[src/sv/knock_rhythm_detector_top_macros.svh]
// Assertion helpers used by the RTL file that carries checks.
`ifndef KNOCK_RHYTHM_DETECTOR_TOP_MACROS_SVH
`define KNOCK_RHYTHM_DETECTOR_TOP_MACROS_SVH

// Same-cycle implication, ignored while reset is asserted.
`define KRD_ASSERT_NOW(label, clk, rstn, ante, cons, msg) \
    label: assert property (@(posedge clk) disable iff (!rstn) (ante) |-> (cons)) \
        else $error(msg);

// Next-cycle implication, ignored while reset is asserted.
`define KRD_ASSERT_NEXT(label, clk, rstn, ante, cons, msg) \
    label: assert property (@(posedge clk) disable iff (!rstn) (ante) |=> (cons)) \
        else $error(msg);

`endif

[src/sv/krd_pkg.sv]
package krd_pkg;

    // Time and register widths.
    localparam int TIME_BITS = 48;
    localparam int CFG_BITS = 24;
    localparam int CFG_IDX_BITS = 3;
    localparam int CNT_BITS = 3;

    // Configuration register indexes.
    localparam logic [CFG_IDX_BITS-1:0] CFG_DETECT_ENABLE = 3'd0;
    localparam logic [CFG_IDX_BITS-1:0] CFG_DEBOUNCE = 3'd1;
    localparam logic [CFG_IDX_BITS-1:0] CFG_MIN_SEP = 3'd2;
    localparam logic [CFG_IDX_BITS-1:0] CFG_MAX_SEP = 3'd3;
    localparam logic [CFG_IDX_BITS-1:0] CFG_QUIET = 3'd4;

    // Configuration reset values.
    localparam logic [CFG_BITS-1:0] DEBOUNCE_RST = 24'd50000;
    localparam logic [CFG_BITS-1:0] MIN_SEP_RST = 24'd300000;
    localparam logic [CFG_BITS-1:0] MAX_SEP_RST = 24'd800000;
    localparam logic [CFG_BITS-1:0] QUIET_RST = 24'd1000000;

    // Request kinds.
    localparam logic REQ_PULSE = 1'b0;
    localparam logic REQ_TICK = 1'b1;

    // Pulse classification codes.
    localparam logic [1:0] CLS_NONE = 2'd0;
    localparam logic [1:0] CLS_DEBOUNCED = 2'd1;
    localparam logic [1:0] CLS_IGNORED = 2'd2;
    localparam logic [1:0] CLS_COUNTED = 2'd3;

    // Rhythm count milestones.
    localparam logic [CNT_BITS-1:0] CNT_FIRST = 3'd1;
    localparam logic [CNT_BITS-1:0] CNT_PERIOD = 3'd2;
    localparam logic [CNT_BITS-1:0] CNT_ARM = 3'd3;
    localparam logic [CNT_BITS-1:0] CNT_MAX = 3'd4;

    typedef logic [TIME_BITS-1:0] time_t;

    typedef struct packed {
        logic req_type;
        time_t now_us;
        logic y_negative;
    } krd_req_t;

    typedef struct packed {
        logic trigger;
        logic [1:0] pulse_class;
        logic [CNT_BITS-1:0] knock_count;
    } krd_rsp_t;

    typedef struct packed {
        logic detect_enable;
        logic [CFG_BITS-1:0] debounce_us;
        logic [CFG_BITS-1:0] min_separation_us;
        logic [CFG_BITS-1:0] max_separation_us;
        logic [CFG_BITS-1:0] quiet_us;
    } krd_cfg_t;

    // The knock window is either the default bounds captured from the
    // configuration, or 4/5 to 6/5 of a stored gap (compared without division).
    typedef struct packed {
        time_t last_knock_time;
        time_t last_pulse_time;
        logic win_from_gap;
        time_t win_gap;
        logic [CFG_BITS-1:0] win_low_def;
        logic [CFG_BITS-1:0] win_high_def;
        logic [CNT_BITS-1:0] beat_count;
        logic timer_armed;
        time_t timer_deadline;
    } krd_state_t;

endpackage

[src/sv/krd_core.sv]
module krd_core (
    input  krd_pkg::krd_cfg_t   cfg,
    input  krd_pkg::krd_state_t state,
    input  krd_pkg::krd_req_t   req,
    output krd_pkg::krd_state_t state_next,
    output krd_pkg::krd_rsp_t   rsp
);
    import krd_pkg::*;

    localparam int EXT_BITS = TIME_BITS + 3;

    time_t now;
    logic expired;
    logic pulse_en;
    logic debounced;
    logic ahead;
    time_t gap;
    logic [EXT_BITS-1:0] gap_x5;
    logic [EXT_BITS-1:0] win_x4;
    logic [EXT_BITS-1:0] win_x6;
    logic below_win;
    logic above_win;
    logic off_window;
    logic restart;
    logic [CNT_BITS-1:0] cnt_base;
    logic [CNT_BITS-1:0] cnt_new;
    logic [TIME_BITS:0] deadline_sum;
    time_t deadline;

    assign now = req.now_us;

    // Quiet timer expiry is checked first on every request.
    assign expired = state.timer_armed && (now >= state.timer_deadline);

    assign pulse_en = (req.req_type == REQ_PULSE) && cfg.detect_enable;

    // A pulse earlier than the previous one also counts as a bounce.
    assign debounced = (now < state.last_pulse_time) ||
        ((now - state.last_pulse_time) < {{(TIME_BITS-CFG_BITS){1'b0}}, cfg.debounce_us});

    assign ahead = now >= state.last_knock_time;
    assign gap = ahead ? (now - state.last_knock_time) : '0;

    // gap < floor(4g/5) is 5*gap + 5 <= 4g; gap > floor(6g/5) is 5*gap > 6g.
    assign gap_x5 = {1'b0, gap, 2'b00} + {3'b000, gap};
    assign win_x4 = {1'b0, state.win_gap, 2'b00};
    assign win_x6 = {1'b0, state.win_gap, 2'b00} + {2'b00, state.win_gap, 1'b0};

    always_comb begin
        if (state.win_from_gap) begin
            below_win = (gap_x5 + EXT_BITS'(5)) <= win_x4;
            above_win = gap_x5 > win_x6;
        end else begin
            below_win = gap < {{(TIME_BITS-CFG_BITS){1'b0}}, state.win_low_def};
            above_win = gap > {{(TIME_BITS-CFG_BITS){1'b0}}, state.win_high_def};
        end
    end

    assign off_window = !ahead || below_win || above_win;

    // An off-window knock at count two may start over as a second knock.
    assign restart = (state.beat_count == CNT_PERIOD) && ahead &&
        (gap > {{(TIME_BITS-CFG_BITS){1'b0}}, cfg.min_separation_us}) &&
        (gap < {{(TIME_BITS-CFG_BITS){1'b0}}, cfg.max_separation_us});

    always_comb begin
        if (!off_window) begin
            cnt_base = state.beat_count;
        end else if (restart) begin
            cnt_base = CNT_FIRST;
        end else begin
            cnt_base = '0;
        end
        cnt_new = (cnt_base < CNT_MAX) ? (cnt_base + CNT_BITS'(1)) : cnt_base;
    end

    // Deadline saturates at the largest time value.
    assign deadline_sum = {1'b0, now} + {{(TIME_BITS+1-CFG_BITS){1'b0}}, cfg.quiet_us};
    assign deadline = deadline_sum[TIME_BITS] ? '1 : deadline_sum[TIME_BITS-1:0];

    // Next state and response.
    always_comb begin
        state_next = state;
        rsp.trigger = expired;
        rsp.pulse_class = CLS_NONE;
        if (expired) begin
            state_next.timer_armed = 1'b0;
        end
        if (pulse_en) begin
            state_next.last_pulse_time = now;
            if (debounced) begin
                rsp.pulse_class = CLS_DEBOUNCED;
            end else if (req.y_negative) begin
                rsp.pulse_class = CLS_IGNORED;
            end else begin
                rsp.pulse_class = CLS_COUNTED;
                state_next.last_knock_time = now;
                if (off_window) begin
                    state_next.timer_armed = 1'b0;
                    if (!restart) begin
                        state_next.win_from_gap = 1'b0;
                        state_next.win_low_def = cfg.min_separation_us;
                        state_next.win_high_def = cfg.max_separation_us;
                    end
                end
                state_next.beat_count = cnt_new;
                case (cnt_new)
                    CNT_PERIOD: begin
                        state_next.win_from_gap = 1'b1;
                        state_next.win_gap = gap;
                    end
                    CNT_ARM: begin
                        state_next.timer_armed = 1'b1;
                        state_next.timer_deadline = deadline;
                    end
                    CNT_MAX: begin
                        state_next.timer_armed = 1'b0;
                    end
                    default: begin
                    end
                endcase
            end
        end
        rsp.knock_count = state_next.beat_count;
    end

endmodule

[src/sv/knock_rhythm_detector_top.sv]
// Knock rhythm detector.
// Requests enter on s_valid/s_ready/s_data: a tap pulse with its time stamp
// and axis flag, or a plain time tick. Each request yields exactly one result
// on m_valid/m_ready/m_data: the trigger flag, the pulse class and the rhythm
// count after the request. Time stamps normally do not decrease; an earlier
// stamp is handled as a bounce or an off-beat knock.
// The path is one input register, one pass through the step logic and one
// result register. One request per cycle is sustained while m_ready stays
// high; the rhythm state is updated in the same cycle a request moves into the
// result register, so the next request sees it.
// When the receiver stalls, the result register holds its request and the
// input register takes one more request; s_ready then drops until the result
// is taken. Configuration is written through cfg_we/cfg_addr/cfg_wdata; the
// user must write it only while the block is idle, which the block does not
// enforce. Writes to unused indexes are ignored. A synchronous low aresetn
// empties both registers, clears the rhythm state and returns the configuration to its default values.
module knock_rhythm_detector_top (
    input  logic                                 aclk,
    input  logic                                 aresetn,
    input  logic                                 s_valid,
    output logic                                 s_ready,
    input  krd_pkg::krd_req_t                    s_data,
    output logic                                 m_valid,
    input  logic                                 m_ready,
    output krd_pkg::krd_rsp_t                    m_data,
    input  logic                                 cfg_we,
    input  logic [krd_pkg::CFG_IDX_BITS-1:0]     cfg_addr,
    input  logic [krd_pkg::CFG_BITS-1:0]         cfg_wdata
);
    import krd_pkg::*;

`include "knock_rhythm_detector_top_macros.svh"

    krd_cfg_t cfg_reg;
    krd_cfg_t cfg_next;
    krd_state_t state_reg;
    krd_state_t state_next;
    krd_req_t in_data_reg;
    logic in_valid_reg;
    logic in_valid_next;
    krd_rsp_t out_data_reg;
    krd_rsp_t rsp;
    logic out_valid_reg;
    logic out_valid_next;
    logic s_accept;
    logic advance;

    // Handshake: the input register moves on whenever the result slot frees up.
    assign advance = in_valid_reg && (!out_valid_reg || m_ready);
    assign s_ready = !in_valid_reg || advance;
    assign s_accept = s_valid && s_ready;
    assign m_valid = out_valid_reg;
    assign m_data = out_data_reg;

    // Configuration register writes.
    always_comb begin
        cfg_next = cfg_reg;
        if (cfg_we) begin
            case (cfg_addr)
                CFG_DETECT_ENABLE: cfg_next.detect_enable = cfg_wdata[0];
                CFG_DEBOUNCE:      cfg_next.debounce_us = cfg_wdata;
                CFG_MIN_SEP:       cfg_next.min_separation_us = cfg_wdata;
                CFG_MAX_SEP:       cfg_next.max_separation_us = cfg_wdata;
                CFG_QUIET:         cfg_next.quiet_us = cfg_wdata;
                default: begin
                end
            endcase
        end
    end

    // Step logic for the request held in the input register.
    krd_core u_core (
        .cfg        (cfg_reg),
        .state      (state_reg),
        .req        (in_data_reg),
        .state_next (state_next),
        .rsp        (rsp)
    );

    // Valid flags of the two registers.
    always_comb begin
        in_valid_next = in_valid_reg;
        if (s_accept) begin
            in_valid_next = 1'b1;
        end else if (advance) begin
            in_valid_next = 1'b0;
        end
        out_valid_next = out_valid_reg;
        if (advance) begin
            out_valid_next = 1'b1;
        end else if (m_ready) begin
            out_valid_next = 1'b0;
        end
    end

    // Control, configuration and rhythm state.
    always_ff @(posedge aclk) begin
        if (!aresetn) begin
            in_valid_reg <= 1'b0;
            out_valid_reg <= 1'b0;
            cfg_reg.detect_enable <= 1'b0;
            cfg_reg.debounce_us <= DEBOUNCE_RST;
            cfg_reg.min_separation_us <= MIN_SEP_RST;
            cfg_reg.max_separation_us <= MAX_SEP_RST;
            cfg_reg.quiet_us <= QUIET_RST;
            state_reg.last_knock_time <= '0;
            state_reg.last_pulse_time <= '0;
            state_reg.win_from_gap <= 1'b0;
            state_reg.win_gap <= '0;
            state_reg.win_low_def <= MIN_SEP_RST;
            state_reg.win_high_def <= MAX_SEP_RST;
            state_reg.beat_count <= '0;
            state_reg.timer_armed <= 1'b0;
            state_reg.timer_deadline <= '0;
        end else begin
            in_valid_reg <= in_valid_next;
            out_valid_reg <= out_valid_next;
            cfg_reg <= cfg_next;
            if (advance) begin
                state_reg <= state_next;
            end
        end
    end

    // Payload registers.
    always_ff @(posedge aclk) begin
        if (s_accept) begin
            in_data_reg <= s_data;
        end
        if (advance) begin
            out_data_reg <= rsp;
        end
    end

    // The quiet timer runs only after the third knock of a rhythm.
    `KRD_ASSERT_NOW(a_armed_at_three, aclk, aresetn, state_reg.timer_armed,
                    state_reg.beat_count == CNT_ARM, "timer armed outside count three")
    // A waiting result always reflects the latest rhythm state.
    `KRD_ASSERT_NOW(a_count_matches, aclk, aresetn, m_valid,
                    m_data.knock_count == state_reg.beat_count, "result count differs from state")
    // A stall of the input side only happens when both stages are full.
    `KRD_ASSERT_NEXT(a_stall_full, aclk, aresetn, s_valid && !s_ready,
                     in_valid_reg || out_valid_reg, "input stalled with empty stages")

endmodule

[config.mk]
export PLATFORM = sky130hd
export DESIGN_NAME = knock_rhythm_detector_top
export DESIGN_NICKNAME = d
export VERILOG_FILES = /design/src/sv/krd_pkg.sv /design/src/sv/krd_core.sv /design/src/sv/knock_rhythm_detector_top.sv
export VERILOG_INCLUDE_DIRS = /design/src /design/src/sv
export SDC_FILE = /design/constraint.sdc
export NUM_CORES = 2
export LEC_CHECK = 0
export ABC_AREA = 0
export CAP_MARGIN = 20
export CORE_MARGIN = 2
export CORE_UTILIZATION = 57
export CTS_CLUSTER_SIZE = 8
export DETAILED_ROUTE_END_ITERATION = 10
export DONT_BUFFER_PORTS = 1
export PLACE_DENSITY = 0.7
export REMOVE_ABC_BUFFERS = 1
export SETUP_SLACK_MARGIN = 0.02
export SLEW_MARGIN = 20
export SYNTH_ARGS = -nofsm -noshare
export SYNTH_HDL_FRONTEND = slang
export SYNTH_HIERARCHICAL = 1
export SYNTH_SLANG_ARGS = --single-unit
[constraint.sdc]
create_clock -name aclk -period 29.6 [get_ports aclk]
set_input_delay 5.92 -clock aclk [delete_from_list [all_inputs] [get_ports aclk]]
set_output_delay 5.92 -clock aclk [all_outputs]
set_load 0.05 [all_outputs]
==> flow_results.org <==
** Status
- Run status :: complete, but fails checks
- The checks that failed: max-slew violations.

** Timing
- Worst clock skew on the final layout :: 0.0381 ns
- The worst pin sits at a relative slew slack of -5.55%.
- Subtracting the final worst setup slack from the clock period gives 14.15 ns.
- The tightest hold path in the finished design has a slack of 0.454 ns.
- For the pin with the worst max-slew slack, the measured transition is 1.58 ns.
- Fmax :: 70.7 MHz
- In the finished design, the share of the clock period the worst path needs comes to 47.8%.
- Max Transition Viols Final :: 65
- Fin Setup TNS :: 0 ns
- The final hold violation count was 0.
- Setup repair after global routing left no endpoint under its margin.
- Count of final setup violators :: 0

** GRT
- Antenna violations before repair :: 1
- Pin count of the biggest net entering global routing :: 601
- The total overflow left after global routing is 0.
- Global routing used 29.3% of the available tracks across all layers.
- First-pass GRT wire length :: 167000 um
- Number of global-route vias before repair :: 31700

** Synthesis
- Summing the areas of all compound-gate instances in the mapped netlist gives 18.5% of the synthesized area.
- EDFF count, synth :: 56
- Counting every instance in the synthesized netlist gives 4954.
- Counting flops with an async set or reset pin after synthesis yields a share of 0%.
- The portion of synthesized area spent on multiplexers is 11.2%.
- Largest family of logic cells by synthesized area :: simple AND/OR/NAND/NOR gates
- In this run, synthesis produced a sequential element count of 400.
- The most used flip-flop cell after synthesis is sky130_fd_sc_hd__dfxtp_1.
- In this run the cell area of the synthesized design comes to 38400 um2.
- Share of synthesized cell area in full adder, half adder and majority cells :: 15.8%
- Syn avg cell area :: 7.76 um2
- Sequential area share after synthesis :: 22.3%
- Counting distinct cell types in the post-synthesis netlist gives 95.
- Simple-gate portion of the synthesized area :: 19.9%
- Summing the areas of all xor and xnor instances in the mapped netlist gives 5.33% of the synthesized area.
- During synthesis, Yosys emitted a total of 6 warnings.

** CTS
- Hold bufs inserted after CTS :: 0
- Source-to-sink clock delay at the later pin of the worst-skew pair :: 0.64 ns
- TritonCTS clock tree :: built
- Clock Root Buffer :: sky130_fd_sc_hd__clkbuf_16
- The clock passes through at most 3 buffers.
- Clock-pin slew was measured on the worst setup and hold paths at 0.05 ns.
- Clk sink count :: 400
- The number of clock buffers added by TritonCTS is 57.
- Once the clock tree was built, the setup fixing pass inserted 0 buffers.
- Quantity of gates resized following cts :: 0
- The clock tree synthesis step divided the H-tree into 2 levels.

** Setup path
- Of all nets on the critical path, the largest fanout is 48.
- Together, buffers and inverters on the worst path number 6.
- Startpoint type of the worst setup path :: flip-flop
- Crit. End Element :: flip-flop
- For this run, the slowest stage of the critical path takes 0.62 ns.
- R2r worst-path depth :: 48
- Type of the worst setup path :: flip-flop to flip-flop
- In this run the number of cells on the critical path is 48.
- Cell type group with the largest total delay on the critical path :: simple AND/OR/NAND/NOR gates
- Among all stages on the critical path, the largest delay is contributed by sky130_fd_sc_hd__buf_4.
- Data on the critical path arrives at its endpoint at 14.62 ns.
- Required time worst endpoint :: 30.07 ns

** Floorplanning
- The floorplan step set the die height to 264 um.
- I/O Pins :: 90
- Total number of placement rows :: 95
- Area of the die :: 69500 um2
- Initial cell density of the core :: 57.4%
- Die extent in x :: 264 um
- Floorplan core area :: 66900 um2

** Drt
- Starting DRC count in detailed routing :: 2629
- Vias per std cell :: 5.99
- Wirelength, routed :: 105000 um
- Average routed wire per standard cell :: 18.3 um
- DRC :: 0
- Post-route ant nets :: 0
- First-pass detailed-route iteration total :: 6
- The routed layout has 34200 vias.

** Power
- Summing internal, switching and leakage power gives 1.78 mW.
- Leakage Power :: 16.6 nW
- Largest voltage drop on the vdd net :: 45.5 uV
- Power per standard cell area :: 44.2 nW/um2

** Placement
- Detailed placement finished with a half-perimeter wire length of 78200 um.
- In this run the tool buffered the top-level ports with 0 buffer cells.
- Instance count after placement with tap cells included :: 5629
- Routability-driven placement congestion ratio :: 0.976

** Finish
- From synthesis to final layout, the design area changed by 4.65%.
- Fill count :: 6186
- Leaving out filler cells and counting taps, the final layout contains 5716.
- Number of nets in the layout :: 5380
- The post-route netlist has 4.61% of its cells at a drive strength greater than 1.
- Flip-flop count of the largest register after layout :: 245

** Min path
- Hold WC Path Type :: flip-flop to flip-flop
- The worst hold path was traced through 2 stages.

** Run
- Across the run, the number of max-cap violations was 0.
[layout by cell type (no fill, tap or decap), drive strengths merged, types with 10 or more instances in the layout]
cell type / count
o2111ai: 10
mux2i: 316
nand4: 100
dfxtp: 344
xor2: 104
or2: 14
a21oi: 285
o211ai: 33
nor3: 61
o31ai: 15
a21o: 167
and4: 11
mux2: 95
o21a: 59
clkbuf: 80
a31oi: 30
nor2b: 51
and2: 29
o21ai: 357
or4: 10
nor2: 215
a211o: 10
o21bai: 28
xnor2: 130
and3: 28
inv: 403
nand2: 865
nand2b: 49
edfxtp: 56
o311ai: 18
buf: 23
nor4: 31
a211oi: 24
a2111oi: 12
or3: 25
nand3: 142
ha: 478
[worst paths after layout]
check / startpoint / endpoint / slack [ns]
setup reg to reg: in_data_reg[1]$_DFFE_PP_ / state_reg[0]$_SDFFE_PN0P_ / 15.45
hold / removal: state_reg[161]$_SDFFE_PN0P_ / state_reg[161]$_SDFFE_PN0P_ / 0.45
hold reg to reg: state_reg[161]$_SDFFE_PN0P_ / state_reg[161]$_SDFFE_PN0P_ / 0.45
setup / recovery: in_data_reg[1]$_DFFE_PP_ / state_reg[0]$_SDFFE_PN0P_ / 15.45
[worst min-delay path, cell delays in order (launching register included)]
cell and delay [ns]:
sky130_fd_sc_hd__dfxtp_1 0.30, sky130_fd_sc_hd__nand2_1 0.05, sky130_fd_sc_hd__mux2i_1 0.05
[cell usage after synthesis (51+ instances only)]
library cell	count	area, um2
sky130_fd_sc_hd__mux2i_1	316	3160
sky130_fd_sc_hd__mux2_2	74	833
sky130_fd_sc_hd__nor3_1	61	305
sky130_fd_sc_hd__dfxtp_1	344	6890
sky130_fd_sc_hd__nand3_1	141	706
sky130_fd_sc_hd__nor2_1	214	803
sky130_fd_sc_hd__a21o_1	167	1250
sky130_fd_sc_hd__clkbuf_1	133	499
sky130_fd_sc_hd__ha_1	478	5980
sky130_fd_sc_hd__nand4_1	100	626
sky130_fd_sc_hd__edfxtp_1	56	1680
sky130_fd_sc_hd__xnor2_1	130	1140
sky130_fd_sc_hd__inv_1	400	1500
sky130_fd_sc_hd__o21a_1	59	443
sky130_fd_sc_hd__a21oi_1	284	1420
sky130_fd_sc_hd__o21ai_0	350	1750
sky130_fd_sc_hd__nor2b_1	51	319
sky130_fd_sc_hd__xor2_1	104	911
sky130_fd_sc_hd__nand2_1	865	3250
[power breakdown]
group / switching [mW] / internal, mW / total [mW]
registers: 0.0143 / 0.561 / 0.576
clock network: 0.256 / 0.352 / 0.609
logic: 0.354 / 0.238 / 0.592
total: 0.625 / 1.15 / 1.78
[per-layer routing]
layer | up-vias | track usage, % | part of all wire (%)
met4 | 0 | 10.1 | 3.5
met3 | 169 | 3.26 | 5.1
met1 | 16000 | 40.4 | 47
met5 | - | 0 | 0
met2 | 868 | 47.4 | 44
li1 | 17200 | - | -
[cell families (layout without fill, tap and decap cells)]
family          after synthesis  in the layout
xor+xnor                    234            234
compound gates             1137           1137
flops                       400            400
simple gates               1667           1667
mux                         411            411
fa+ha+maj                   483            483
other cells                   0              1
buf+inv                     622            510
[layout make-up]
| cell class | count | area (um2) | area share, % |
|---|---|---|---|
| diodes | 1 | 2.50 | 0.00622 |
| inverters | 401 | 1510 | 3.74 |
| multi-input cells | 3932 | 27300 | 67.8 |
| flip-flops and latches | 400 | 8570 | 21.3 |
| repair buffers | 23 | 185 | 0.460 |
| well taps | 873 | 1090 | 2.72 |
| clock buffers | 80 | 1520 | 3.79 |
| clock inverters | 6 | 77.6 | 0.193 |
[metrics by stage]
stage	setup slack [ns]	instance area (um2)	utilization (%)
floorplan	16.08	37300	-
global placement	16.22	38600	57.7
detailed placement	15.84	38600	57.7
CTS	15.72	40200	60.1
global route	14.52	40200	60.1
finish	15.45	40200	60.1
(Power assumes the default switching activity.)
